[config.mk]
export PLATFORM = sky130hd
export DESIGN_NAME = positional_circular_list
export DESIGN_NICKNAME = d
export VERILOG_FILES = /design/src/hw/rtl/plc_pkg.sv /design/src/hw/rtl/positional_circular_list.sv /design/src/hw/rtl/plc_link_mem.sv /design/src/hw/rtl/plc_value_mem.sv /design/src/hw/rtl/plc_ctrl.sv
export SDC_FILE = /design/constraint.sdc
export NUM_CORES = 1
export LEC_CHECK = 0
export ABC_AREA = 1
export BUFFER_PORTS_ARGS = -buffer_cell sky130_fd_sc_hd__buf_2
export CAP_MARGIN = 0
export CORE_MARGIN = 4
export CORE_UTILIZATION = 30
export DETAILED_ROUTE_END_ITERATION = 16
export GPL_ROUTABILITY_DRIVEN = 0
export SYNTH_ARGS = -nofsm -noshare
export SYNTH_HDL_FRONTEND = slang
export SYNTH_SLANG_ARGS = --single-unit
export TNS_END_PERCENT = 1
[constraint.sdc]
create_clock -name i_clk -period 7.2 [get_ports i_clk]
set_input_delay 0 -clock i_clk [delete_from_list [all_inputs] [get_ports i_clk]]
set_output_delay 0 -clock i_clk [all_outputs]
set_load 0.1 [all_outputs]
[src/hw/rtl/plc_pkg.sv]
`timescale 1ns / 1ps
`default_nettype none

package plc_pkg;

    // Default pool size
    localparam int DEF_CAPACITY = 32;

    // Request opcodes (code 7 has no meaning and is answered with ok)
    typedef enum logic [2:0] {
        OP_INS_FRONT = 3'd0,
        OP_INS_END   = 3'd1,
        OP_INS_POS   = 3'd2,
        OP_DEL_POS   = 3'd3,
        OP_DEL_END   = 3'd4,
        OP_DEL_FRONT = 3'd5,
        OP_READ      = 3'd6
    } t_opcode;

    // Result status codes
    typedef enum logic [1:0] {
        ST_OK      = 2'd0,
        ST_EMPTY   = 2'd1,
        ST_BAD_POS = 2'd2,
        ST_FULL    = 2'd3
    } t_status;

    // Input transaction
    typedef struct packed {
        logic [2:0]         opcode;
        logic signed [31:0] value;
        logic [7:0]         position;
    } t_in;

    // Output transaction
    typedef struct packed {
        logic [1:0]         status;
        logic signed [31:0] element;
        logic [6:0]         length;
        logic               last;
    } t_out;

    // Result offered by the controller to the output register
    typedef struct packed {
        logic valid;
        t_out data;
    } t_emit;

    // Controller sequencer states
    typedef enum logic [3:0] {
        S_IDLE,
        S_WALK,
        S_CONT,
        S_TAKE,
        S_FIX,
        S_MI_L,
        S_MI_W,
        S_DF_NEXT,
        S_DM_V,
        S_DM_L,
        S_GIVE,
        S_RD,
        S_RESP
    } t_state;

    // Resolved kind of list update
    typedef enum logic [2:0] {
        M_INS_FRONT,
        M_INS_END,
        M_INS_MID,
        M_DEL_FRONT,
        M_DEL_END,
        M_DEL_MID
    } t_mode;

endpackage

`default_nettype wire

[src/hw/rtl/positional_circular_list.sv]
// Positional circular list: an ordered ring of signed 32-bit values kept in a
// pool of CAPACITY nodes, with next links and a free list in on-chip memory.
// Input channel (i_in_valid / o_in_stall / i_in_data): one transaction per
// request carrying opcode, value and 1-based position.
// Output channel (o_out_valid / i_out_stall / o_out_data): every request but a
// read of a non-empty list gives one status transaction; such a read gives one
// transaction per element, head to tail, with last set on the final one.
// Positional updates away from the ends and deletes at the end of a longer
// list walk the links from the head, one link followed per cycle; a read gives
// its elements one per cycle while the output register is free. One request is
// worked on at a time; the next can be taken in the cycle after the last result
// has entered the output register.
// Reset (synchronous, active low) empties the list and restores the free list;
// no clearing pass is needed.
// When the receiver stalls, the output register holds its transaction and the
// controller waits with the next result; input is stalled while busy.
`timescale 1ns / 1ps
`default_nettype none

module positional_circular_list #(
    parameter int CAPACITY = plc_pkg::DEF_CAPACITY
) (
    input  wire logic         i_clk,
    input  wire logic         i_rst_n,
    input  wire logic         i_in_valid,
    output logic              o_in_stall,
    input  wire plc_pkg::t_in i_in_data,
    output logic              o_out_valid,
    input  wire logic         i_out_stall,
    output plc_pkg::t_out     o_out_data
);

    import plc_pkg::*;

    localparam int IW = $clog2(CAPACITY);
    localparam int LW = $clog2(CAPACITY + 1);

    t_emit              emit;
    logic               slot_free;
    logic               r_out_vld;
    t_out               r_out;

    logic               lk_rd_en;
    logic [IW-1:0]      lk_rd_addr;
    logic [IW-1:0]      lk_rd_data;
    logic               lk_wr_en;
    logic [IW-1:0]      lk_wr_addr;
    logic [IW-1:0]      lk_wr_data;
    logic               vl_rd_en;
    logic [IW-1:0]      vl_rd_addr;
    logic signed [31:0] vl_rd_data;
    logic               vl_wr_en;
    logic [IW-1:0]      vl_wr_addr;
    logic signed [31:0] vl_wr_data;

    plc_ctrl #(
        .CAPACITY (CAPACITY),
        .IW       (IW),
        .LW       (LW)
    ) u_ctrl (
        .i_clk        (i_clk),
        .i_rst_n      (i_rst_n),
        .i_in_valid   (i_in_valid),
        .i_in_data    (i_in_data),
        .o_in_stall   (o_in_stall),
        .o_emit       (emit),
        .i_slot_free  (slot_free),
        .o_lk_rd_en   (lk_rd_en),
        .o_lk_rd_addr (lk_rd_addr),
        .i_lk_rd_data (lk_rd_data),
        .o_lk_wr_en   (lk_wr_en),
        .o_lk_wr_addr (lk_wr_addr),
        .o_lk_wr_data (lk_wr_data),
        .o_vl_rd_en   (vl_rd_en),
        .o_vl_rd_addr (vl_rd_addr),
        .i_vl_rd_data (vl_rd_data),
        .o_vl_wr_en   (vl_wr_en),
        .o_vl_wr_addr (vl_wr_addr),
        .o_vl_wr_data (vl_wr_data)
    );

    plc_link_mem #(
        .CAPACITY (CAPACITY),
        .IW       (IW)
    ) u_link_mem (
        .i_clk     (i_clk),
        .i_rst_n   (i_rst_n),
        .i_rd_en   (lk_rd_en),
        .i_rd_addr (lk_rd_addr),
        .o_rd_data (lk_rd_data),
        .i_wr_en   (lk_wr_en),
        .i_wr_addr (lk_wr_addr),
        .i_wr_data (lk_wr_data)
    );

    plc_value_mem #(
        .CAPACITY (CAPACITY),
        .IW       (IW)
    ) u_value_mem (
        .i_clk     (i_clk),
        .i_rd_en   (vl_rd_en),
        .i_rd_addr (vl_rd_addr),
        .o_rd_data (vl_rd_data),
        .i_wr_en   (vl_wr_en),
        .i_wr_addr (vl_wr_addr),
        .i_wr_data (vl_wr_data)
    );

    // Output register: free when empty or being taken this cycle
    assign slot_free = !r_out_vld || !i_out_stall;

    always_ff @(posedge i_clk) begin
        if (!i_rst_n) begin
            r_out_vld <= 1'b0;
        end else if (emit.valid) begin
            r_out_vld <= 1'b1;
        end else if (!i_out_stall) begin
            r_out_vld <= 1'b0;
        end
    end

    always_ff @(posedge i_clk) begin
        if (emit.valid) begin
            r_out <= emit.data;
        end
    end

    assign o_out_valid = r_out_vld;
    assign o_out_data  = r_out;

endmodule

`default_nettype wire

[src/hw/rtl/plc_link_mem.sv]
`timescale 1ns / 1ps
`default_nettype none

module plc_link_mem #(
    parameter int CAPACITY = 32,
    parameter int IW       = $clog2(CAPACITY)
) (
    input  wire logic          i_clk,
    input  wire logic          i_rst_n,
    input  wire logic          i_rd_en,
    input  wire logic [IW-1:0] i_rd_addr,
    output logic      [IW-1:0] o_rd_data,
    input  wire logic          i_wr_en,
    input  wire logic [IW-1:0] i_wr_addr,
    input  wire logic [IW-1:0] i_wr_data
);

    logic [IW-1:0]       r_mem [CAPACITY];
    logic [CAPACITY-1:0] r_vld;
    logic [IW-1:0]       r_rd_data;
    logic [IW-1:0]       r_rd_addr;
    logic                r_rd_vld;

    // Storage array, registered read
    always_ff @(posedge i_clk) begin
        if (i_wr_en) begin
            r_mem[i_wr_addr] <= i_wr_data;
        end
        if (i_rd_en) begin
            r_rd_data <= r_mem[i_rd_addr];
            r_rd_addr <= i_rd_addr;
            r_rd_vld  <= r_vld[i_rd_addr];
        end
    end

    // Per-entry written flags; cleared entries read as their reset link
    always_ff @(posedge i_clk) begin
        if (!i_rst_n) begin
            r_vld <= '0;
        end else if (i_wr_en) begin
            r_vld[i_wr_addr] <= 1'b1;
        end
    end

    // Reset link: entry i points to i+1, the last one wraps to 0
    always_comb begin
        if (r_rd_vld) begin
            o_rd_data = r_rd_data;
        end else if (r_rd_addr == IW'(CAPACITY - 1)) begin
            o_rd_data = '0;
        end else begin
            o_rd_data = r_rd_addr + 1'b1;
        end
    end

endmodule

`default_nettype wire

[src/hw/rtl/plc_value_mem.sv]
`timescale 1ns / 1ps
`default_nettype none

module plc_value_mem #(
    parameter int CAPACITY = 32,
    parameter int IW       = $clog2(CAPACITY)
) (
    input  wire logic               i_clk,
    input  wire logic               i_rd_en,
    input  wire logic [IW-1:0]      i_rd_addr,
    output logic signed [31:0]      o_rd_data,
    input  wire logic               i_wr_en,
    input  wire logic [IW-1:0]      i_wr_addr,
    input  wire logic signed [31:0] i_wr_data
);

    logic signed [31:0] r_mem [CAPACITY];
    logic signed [31:0] r_rd_data;

    // Element store, registered read that holds when not enabled
    always_ff @(posedge i_clk) begin
        if (i_wr_en) begin
            r_mem[i_wr_addr] <= i_wr_data;
        end
        if (i_rd_en) begin
            r_rd_data <= r_mem[i_rd_addr];
        end
    end

    assign o_rd_data = r_rd_data;

endmodule

`default_nettype wire

[src/hw/rtl/plc_ctrl.sv]
`timescale 1ns / 1ps
`default_nettype none

module plc_ctrl #(
    parameter int CAPACITY = 32,
    parameter int IW       = $clog2(CAPACITY),
    parameter int LW       = $clog2(CAPACITY + 1)
) (
    input  wire logic               i_clk,
    input  wire logic               i_rst_n,
    input  wire logic               i_in_valid,
    input  wire plc_pkg::t_in       i_in_data,
    output logic                    o_in_stall,
    output plc_pkg::t_emit          o_emit,
    input  wire logic               i_slot_free,
    output logic                    o_lk_rd_en,
    output logic [IW-1:0]           o_lk_rd_addr,
    input  wire logic [IW-1:0]      i_lk_rd_data,
    output logic                    o_lk_wr_en,
    output logic [IW-1:0]           o_lk_wr_addr,
    output logic [IW-1:0]           o_lk_wr_data,
    output logic                    o_vl_rd_en,
    output logic [IW-1:0]           o_vl_rd_addr,
    input  wire logic signed [31:0] i_vl_rd_data,
    output logic                    o_vl_wr_en,
    output logic [IW-1:0]           o_vl_wr_addr,
    output logic signed [31:0]      o_vl_wr_data
);

    import plc_pkg::*;

    t_state             r_state, n_state;
    t_mode              r_mode, n_mode;
    t_status            r_status, n_status;
    logic signed [31:0] r_val, n_val;
    logic [IW-1:0]      r_head, n_head;
    logic [IW-1:0]      r_tail, n_tail;
    logic [IW-1:0]      r_free, n_free;
    logic [LW-1:0]      r_len, n_len;
    logic [IW-1:0]      r_cur, n_cur;
    logic [IW-1:0]      r_new, n_new;
    logic [IW-1:0]      r_victim, n_victim;
    logic [LW-1:0]      r_cnt, n_cnt;

    logic               walk_go;
    logic [LW-1:0]      walk_steps;
    logic               take_go;
    logic [8:0]         pos_x;
    logic [8:0]         len_x;

    // Control state
    always_ff @(posedge i_clk) begin
        if (!i_rst_n) begin
            r_state <= S_IDLE;
            r_head  <= '0;
            r_tail  <= '0;
            r_free  <= '0;
            r_len   <= '0;
        end else begin
            r_state <= n_state;
            r_head  <= n_head;
            r_tail  <= n_tail;
            r_free  <= n_free;
            r_len   <= n_len;
        end
    end

    // Per-request working registers
    always_ff @(posedge i_clk) begin
        r_mode   <= n_mode;
        r_status <= n_status;
        r_val    <= n_val;
        r_cur    <= n_cur;
        r_new    <= n_new;
        r_victim <= n_victim;
        r_cnt    <= n_cnt;
    end

    assign pos_x        = {1'b0, i_in_data.position};
    assign len_x        = 9'(r_len);
    assign o_in_stall   = (r_state != S_IDLE);
    assign o_vl_rd_addr = o_lk_rd_addr;

    // Sequencer: next state, memory commands and results
    always_comb begin
        n_state    = r_state;
        n_mode     = r_mode;
        n_status   = r_status;
        n_val      = r_val;
        n_head     = r_head;
        n_tail     = r_tail;
        n_free     = r_free;
        n_len      = r_len;
        n_cur      = r_cur;
        n_new      = r_new;
        n_victim   = r_victim;
        n_cnt      = r_cnt;
        walk_go    = 1'b0;
        walk_steps = '0;
        take_go    = 1'b0;

        o_lk_rd_en   = 1'b0;
        o_lk_rd_addr = r_cur;
        o_lk_wr_en   = 1'b0;
        o_lk_wr_addr = r_cur;
        o_lk_wr_data = r_new;
        o_vl_rd_en   = 1'b0;
        o_vl_wr_en   = 1'b0;
        o_vl_wr_addr = r_free;
        o_vl_wr_data = r_val;
        o_emit       = '0;

        unique case (r_state)
            S_IDLE: begin
                if (i_in_valid) begin
                    n_val    = i_in_data.value;
                    n_status = ST_OK;
                    n_state  = S_RESP;
                    unique case (i_in_data.opcode)
                        OP_INS_FRONT, OP_INS_END, OP_INS_POS: begin
                            if (r_len == LW'(CAPACITY)) begin
                                n_status = ST_FULL;
                            end else if (i_in_data.opcode == OP_INS_POS &&
                                         (pos_x == 9'd0 || pos_x > len_x + 9'd1)) begin
                                n_status = ST_BAD_POS;
                            end else if (i_in_data.opcode == OP_INS_FRONT ||
                                         (i_in_data.opcode == OP_INS_POS &&
                                          pos_x == 9'd1)) begin
                                n_mode  = M_INS_FRONT;
                                take_go = 1'b1;
                            end else if (i_in_data.opcode == OP_INS_END ||
                                         pos_x == len_x + 9'd1) begin
                                n_mode  = M_INS_END;
                                take_go = 1'b1;
                            end else begin
                                n_mode     = M_INS_MID;
                                walk_go    = 1'b1;
                                walk_steps = LW'(pos_x - 9'd2);
                            end
                        end
                        OP_DEL_POS, OP_DEL_END, OP_DEL_FRONT: begin
                            if (r_len == '0) begin
                                n_status = ST_EMPTY;
                            end else if (i_in_data.opcode == OP_DEL_POS &&
                                         (pos_x == 9'd0 || pos_x > len_x)) begin
                                n_status = ST_BAD_POS;
                            end else if (i_in_data.opcode == OP_DEL_FRONT ||
                                         (i_in_data.opcode == OP_DEL_POS &&
                                          pos_x == 9'd1)) begin
                                n_victim = r_head;
                                if (r_len == LW'(1)) begin
                                    n_head  = '0;
                                    n_tail  = '0;
                                    n_len   = '0;
                                    n_state = S_GIVE;
                                end else begin
                                    o_lk_rd_en   = 1'b1;
                                    o_lk_rd_addr = r_head;
                                    n_state      = S_DF_NEXT;
                                end
                            end else if (i_in_data.opcode == OP_DEL_END ||
                                         pos_x == len_x) begin
                                n_victim = r_tail;
                                if (r_len == LW'(1)) begin
                                    n_head  = '0;
                                    n_tail  = '0;
                                    n_len   = '0;
                                    n_state = S_GIVE;
                                end else begin
                                    n_mode     = M_DEL_END;
                                    walk_go    = 1'b1;
                                    walk_steps = r_len - LW'(2);
                                end
                            end else begin
                                n_mode     = M_DEL_MID;
                                walk_go    = 1'b1;
                                walk_steps = LW'(pos_x - 9'd2);
                            end
                        end
                        OP_READ: begin
                            if (r_len == '0) begin
                                n_status = ST_EMPTY;
                            end else begin
                                o_lk_rd_en   = 1'b1;
                                o_vl_rd_en   = 1'b1;
                                o_lk_rd_addr = r_head;
                                n_cnt        = r_len;
                                n_state      = S_RD;
                            end
                        end
                        default: begin
                            n_status = ST_OK;
                        end
                    endcase

                    // Take a node off the free list and store the value
                    if (take_go) begin
                        o_lk_rd_en   = 1'b1;
                        o_lk_rd_addr = r_free;
                        o_vl_wr_en   = 1'b1;
                        o_vl_wr_addr = r_free;
                        o_vl_wr_data = i_in_data.value;
                        n_new        = r_free;
                        n_state      = S_TAKE;
                    end

                    // Start a walk from the head
                    if (walk_go) begin
                        n_cur = r_head;
                        if (walk_steps == '0) begin
                            n_state = S_CONT;
                        end else begin
                            o_lk_rd_en   = 1'b1;
                            o_lk_rd_addr = r_head;
                            n_cnt        = walk_steps;
                            n_state      = S_WALK;
                        end
                    end
                end
            end

            // One link per cycle
            S_WALK: begin
                n_cur = i_lk_rd_data;
                if (r_cnt == LW'(1)) begin
                    n_state = S_CONT;
                end else begin
                    o_lk_rd_en   = 1'b1;
                    o_lk_rd_addr = i_lk_rd_data;
                    n_cnt        = r_cnt - 1'b1;
                end
            end

            // Walk done, r_cur is the predecessor
            S_CONT: begin
                unique case (r_mode)
                    M_INS_MID: begin
                        o_lk_rd_en   = 1'b1;
                        o_lk_rd_addr = r_free;
                        o_vl_wr_en   = 1'b1;
                        n_new        = r_free;
                        n_state      = S_TAKE;
                    end
                    M_DEL_END: begin
                        o_lk_wr_en   = 1'b1;
                        o_lk_wr_data = r_head;
                        n_tail       = r_cur;
                        n_len        = r_len - 1'b1;
                        n_state      = S_GIVE;
                    end
                    M_DEL_MID: begin
                        o_lk_rd_en = 1'b1;
                        n_state    = S_DM_V;
                    end
                    default: begin
                        n_state = S_IDLE;
                    end
                endcase
            end

            // Link of the taken node is the new free head
            S_TAKE: begin
                n_free = i_lk_rd_data;
                if (r_mode == M_INS_MID) begin
                    o_lk_rd_en = 1'b1;
                    n_state    = S_MI_L;
                end else if (r_len == '0) begin
                    o_lk_wr_en   = 1'b1;
                    o_lk_wr_addr = r_new;
                    n_head       = r_new;
                    n_tail       = r_new;
                    n_len        = r_len + 1'b1;
                    n_state      = S_RESP;
                end else begin
                    o_lk_wr_en   = 1'b1;
                    o_lk_wr_addr = r_new;
                    o_lk_wr_data = r_head;
                    n_state      = S_FIX;
                end
            end

            // Close the ring through the new node
            S_FIX: begin
                o_lk_wr_en   = 1'b1;
                o_lk_wr_addr = r_tail;
                if (r_mode == M_INS_FRONT) begin
                    n_head = r_new;
                end else begin
                    n_tail = r_new;
                end
                n_len   = r_len + 1'b1;
                n_state = S_RESP;
            end

            S_MI_L: begin
                o_lk_wr_en   = 1'b1;
                o_lk_wr_addr = r_new;
                o_lk_wr_data = i_lk_rd_data;
                n_state      = S_MI_W;
            end

            S_MI_W: begin
                o_lk_wr_en = 1'b1;
                n_len      = r_len + 1'b1;
                n_state    = S_RESP;
            end

            // Front delete: successor of the old head
            S_DF_NEXT: begin
                o_lk_wr_en   = 1'b1;
                o_lk_wr_addr = r_tail;
                o_lk_wr_data = i_lk_rd_data;
                n_head       = i_lk_rd_data;
                n_len        = r_len - 1'b1;
                n_state      = S_GIVE;
            end

            // Middle delete: victim and its successor
            S_DM_V: begin
                n_victim     = i_lk_rd_data;
                o_lk_rd_en   = 1'b1;
                o_lk_rd_addr = i_lk_rd_data;
                n_state      = S_DM_L;
            end

            S_DM_L: begin
                o_lk_wr_en   = 1'b1;
                o_lk_wr_data = i_lk_rd_data;
                n_len        = r_len - 1'b1;
                n_state      = S_GIVE;
            end

            // Return the victim to the free list
            S_GIVE: begin
                o_lk_wr_en   = 1'b1;
                o_lk_wr_addr = r_victim;
                o_lk_wr_data = r_free;
                n_free       = r_victim;
                n_state      = S_RESP;
            end

            // List read: one element per free output slot
            S_RD: begin
                if (i_slot_free) begin
                    o_emit.valid        = 1'b1;
                    o_emit.data.status  = ST_OK;
                    o_emit.data.element = i_vl_rd_data;
                    o_emit.data.length  = 7'(r_len);
                    o_emit.data.last    = (r_cnt == LW'(1));
                    if (r_cnt == LW'(1)) begin
                        n_state = S_IDLE;
                    end else begin
                        o_lk_rd_en   = 1'b1;
                        o_vl_rd_en   = 1'b1;
                        o_lk_rd_addr = i_lk_rd_data;
                        n_cnt        = r_cnt - 1'b1;
                    end
                end
            end

            // Single status result
            S_RESP: begin
                if (i_slot_free) begin
                    o_emit.valid        = 1'b1;
                    o_emit.data.status  = r_status;
                    o_emit.data.element = '0;
                    o_emit.data.length  = 7'(r_len);
                    o_emit.data.last    = 1'b1;
                    n_state             = S_IDLE;
                end
            end

            default: begin
                n_state = S_IDLE;
            end
        endcase
    end

endmodule

`default_nettype wire

==> reports/qor.yml <==
cp-end-kind: "flop"
yosysTopAreaCellShare_pct: 63.04
hold_violations: 0
core_um2: 209600
grt.overflow.total: 0
yosysTopAreaCell: "edfxtp_1"
grt_pass1_vias: 42860
antenna_found_initial: 3
crit_required_ns: 7.73
crit_path_max_incr_delay_ns: 0.61
maxCapViolCount: 0
num_antenna_cells: 0
crit_fanout: 83
cts.htree.levels: 4
slowest_stage: "nand2_8"
vias: 45190
grt_max_degree: 157
yosysUniqueCellTypes: 54
drive_above_1_share_pct: 8.042
ys_seq_area_share_pct: 64.88
cp-start-kind: "input port"
grt_pass1_wl_um: 278600
min_path_type: "input port to flop"
finClkSkew_ns: 0.03620
synth-main-ff-cell: "edfxtp_1"
syn_inst: 6047
fin_tns_setup_ns: 0
worstPathArrival_ns: 6.64
rsz0062_at_grt: "false"
totalWireLength_um: 187200
vias_per_cell: 5.009
postRouteAntennaNets: 0
drt_iter0_markers: 5396
cts_root_buffer: "clkbuf_16"
cts_buffers: 146
dr.pass1.iters: 9
wl_met3_um: 14090
dp_hpwl_um: 103300
outcome: "complete, no violations"
synth_edf_count: 1326
finalSetupViolCount: 0
start_util_pct: 30.14
min_period_ns: 6.109
worstSetupPathType: "input port to flop"
cts_resized: 0
postSynthAreaPerCell_um2: 10.44
cts_tree: "yes"
route.met2.wl_um: 87770
pin_count: 91
area.growth.synth_to_final_pct: 14.36
max-clock-path-buffers: 3
cts.clk_slew.worst_paths_ns: 0.06
core.rowCount: 168
fillers: 20810
m1WireLength_um: 79270
synth_area_um2: 63160
dieHeight_um: 466.8
path_buf_inv: 7
fin_nets: 6179
portBuffers: 89
maxUsedRoutingLayer: "met4"
clkLatencyLatePin_ns: 0.80
synthesis.nets: 6118
ys_top_cells_by_count: "edfxtp_1, nand3_1, inv_1, nand2_1, nand3b_1"
ys_warn_count: 0
finalCritPeriodShare_pct: 84.84
cts.sinks: 1384
drc: 0
slew_headroom_pct: 12.19
async_flop_share_pct: 0
max_freq_mhz: 163.7
wl_per_cell_um: 20.75
cp_top_family: "simple AND/OR/NAND/NOR gates"
grt_usage_pct: 16.70
worstMarginPinSlew_ns: 1.317
dieArea_um2: 217900
synth-seq-cells: 1384
synth_area_leaders: "edfxtp_1, nand3_1, inv_1"
final_max_slew_viol_count: 0
die_x_um: 466.8
cpMostUsedCell: "nand2_1"
==> what timing repair did <==
action,CTS,global route
endpoints found under the hold margin,95,0
hold buffers,80,0
setup endpoints to repair,0,0
setup buffers,0,0
==> routing by layer <==
layer | vias up | global-route usage (%)
met4 | 0 | 5.776
met1 | 22260 | 22.61
met5 | - | 0
li1 | 20570 | -
met2 | 2009 | 27.34
met3 | 351 | 2.479
==> final cells by class <==
class	count	area (µm²)	area share, %
Sequential cell	1384	40980	56.73
Multi-Input combinational cell	3307	17060	23.62
Clock buffer	182	3831	5.304
Inverter	1004	3776	5.228
Tap cell	2805	3510	4.859
Timing Repair Buffer	265	2305	3.191
Clock inverter	75	765.7	1.060
==> logic make-up (layout without fill, tap and decap cells) <==
group / after synthesis / after routing / share of synthesized area (%)
and+or+nand+nor: 3020 / 3020 / 23.14
adders and majority gates: 24 / 24 / 0.4754
other: 1 / 1 / 0.005937
muxes: 32 / 32 / 0.5705
DFF: 1384 / 1384 / 64.88
AOI/OAI and AO/OA: 216 / 216 / 2.068
buffers and inverters: 1356 / 1526 / 8.665
xor gates and xnor gates: 14 / 14 / 0.1941
==> flip-flops by register name (all words and copies together), names as in the netlist, 4 cells and up <==
register	count
u_ctrl.r_head	5
u_value_mem.o_rd_data	32
u_ctrl.r_cnt	6
u_ctrl.r_cur	5
u_link_mem.r_rd_addr	5
u_ctrl.r_victim	5
u_ctrl.r_free	5
u_ctrl.r_len	6
u_link_mem.r_mem	160
u_value_mem.r_mem	1024
u_ctrl.r_state	4
u_ctrl.r_tail	5
u_ctrl.r_new	5
u_link_mem.r_rd_data	5
u_ctrl.r_val	32
u_link_mem.r_vld	32
o_out_data	41
==> worst register-to-register path: cells and delay by family (launching register included) <==
kind	cells	cell delay, ns
DFF	1	0.47
and+or+nand+nor	25	3.78
adders and majority gates	2	0.51
xor gates and xnor gates	1	0.21
buffers and inverters	3	0.70
==> stage by stage <==
step	setup slack (ns)	util, %	hold WS, ns	instances	cell area (µm²)
3_5_place_dp	1.433	31.89	0.1918	8685	66830
4_1_cts	1.270	34.47	0.006138	9022	72230
6_report	1.091	34.47	0.05854	9022	72230
2_1_floorplan	0.7757	-	0.09887	6047	63160
3_3_place_gp	1.411	31.89	0.1925	8685	66830
5_1_grt	0.7275	34.47	0.02026	9022	72230
==> path summary, 6_finish.rpt <==
| check | start | to | slack, ns | cells after the start |
|---|---|---|---|---|
| setup / recovery | i_in_data[7] | u_link_mem.r_rd_data[4] | 1.09 | 28 |
| hold / removal | i_in_data[25] | u_ctrl.r_val[17] | 0.06 | 2 |
| setup reg to reg | u_ctrl.r_len[0] | u_link_mem.r_rd_data[4] | 1.29 | 31 |
| hold reg to reg | u_link_mem.r_vld[31] | u_link_mem.r_vld[31] | 0.46 | 2 |
==> layout by cell type (no fill, tap or decap), drive strengths merged, types with 4 or more instances in the layout <==
cell / instances
o2111ai: 6
xor2: 10
or2: 4
edfxtp: 1326
nand4: 19
dlygate4sd3: 80
nand3b: 380
ha: 24
inv: 1009
nor2: 273
o221ai: 9
nand2: 994
dfxtp: 58
a22oi: 7
clkinv: 58
nand3: 1329
a21oi: 55
bufinv: 9
o21ai: 77
xnor2: 4
o22ai: 27
clkbuf: 182
buf: 185
mux2: 32
a211oi: 11
a31oi: 5
nor3: 14
o211ai: 7
Power is left out: the tool's default activity adds up to more than one toggle a clock period on the data nets, which glitch-free logic cannot reach.
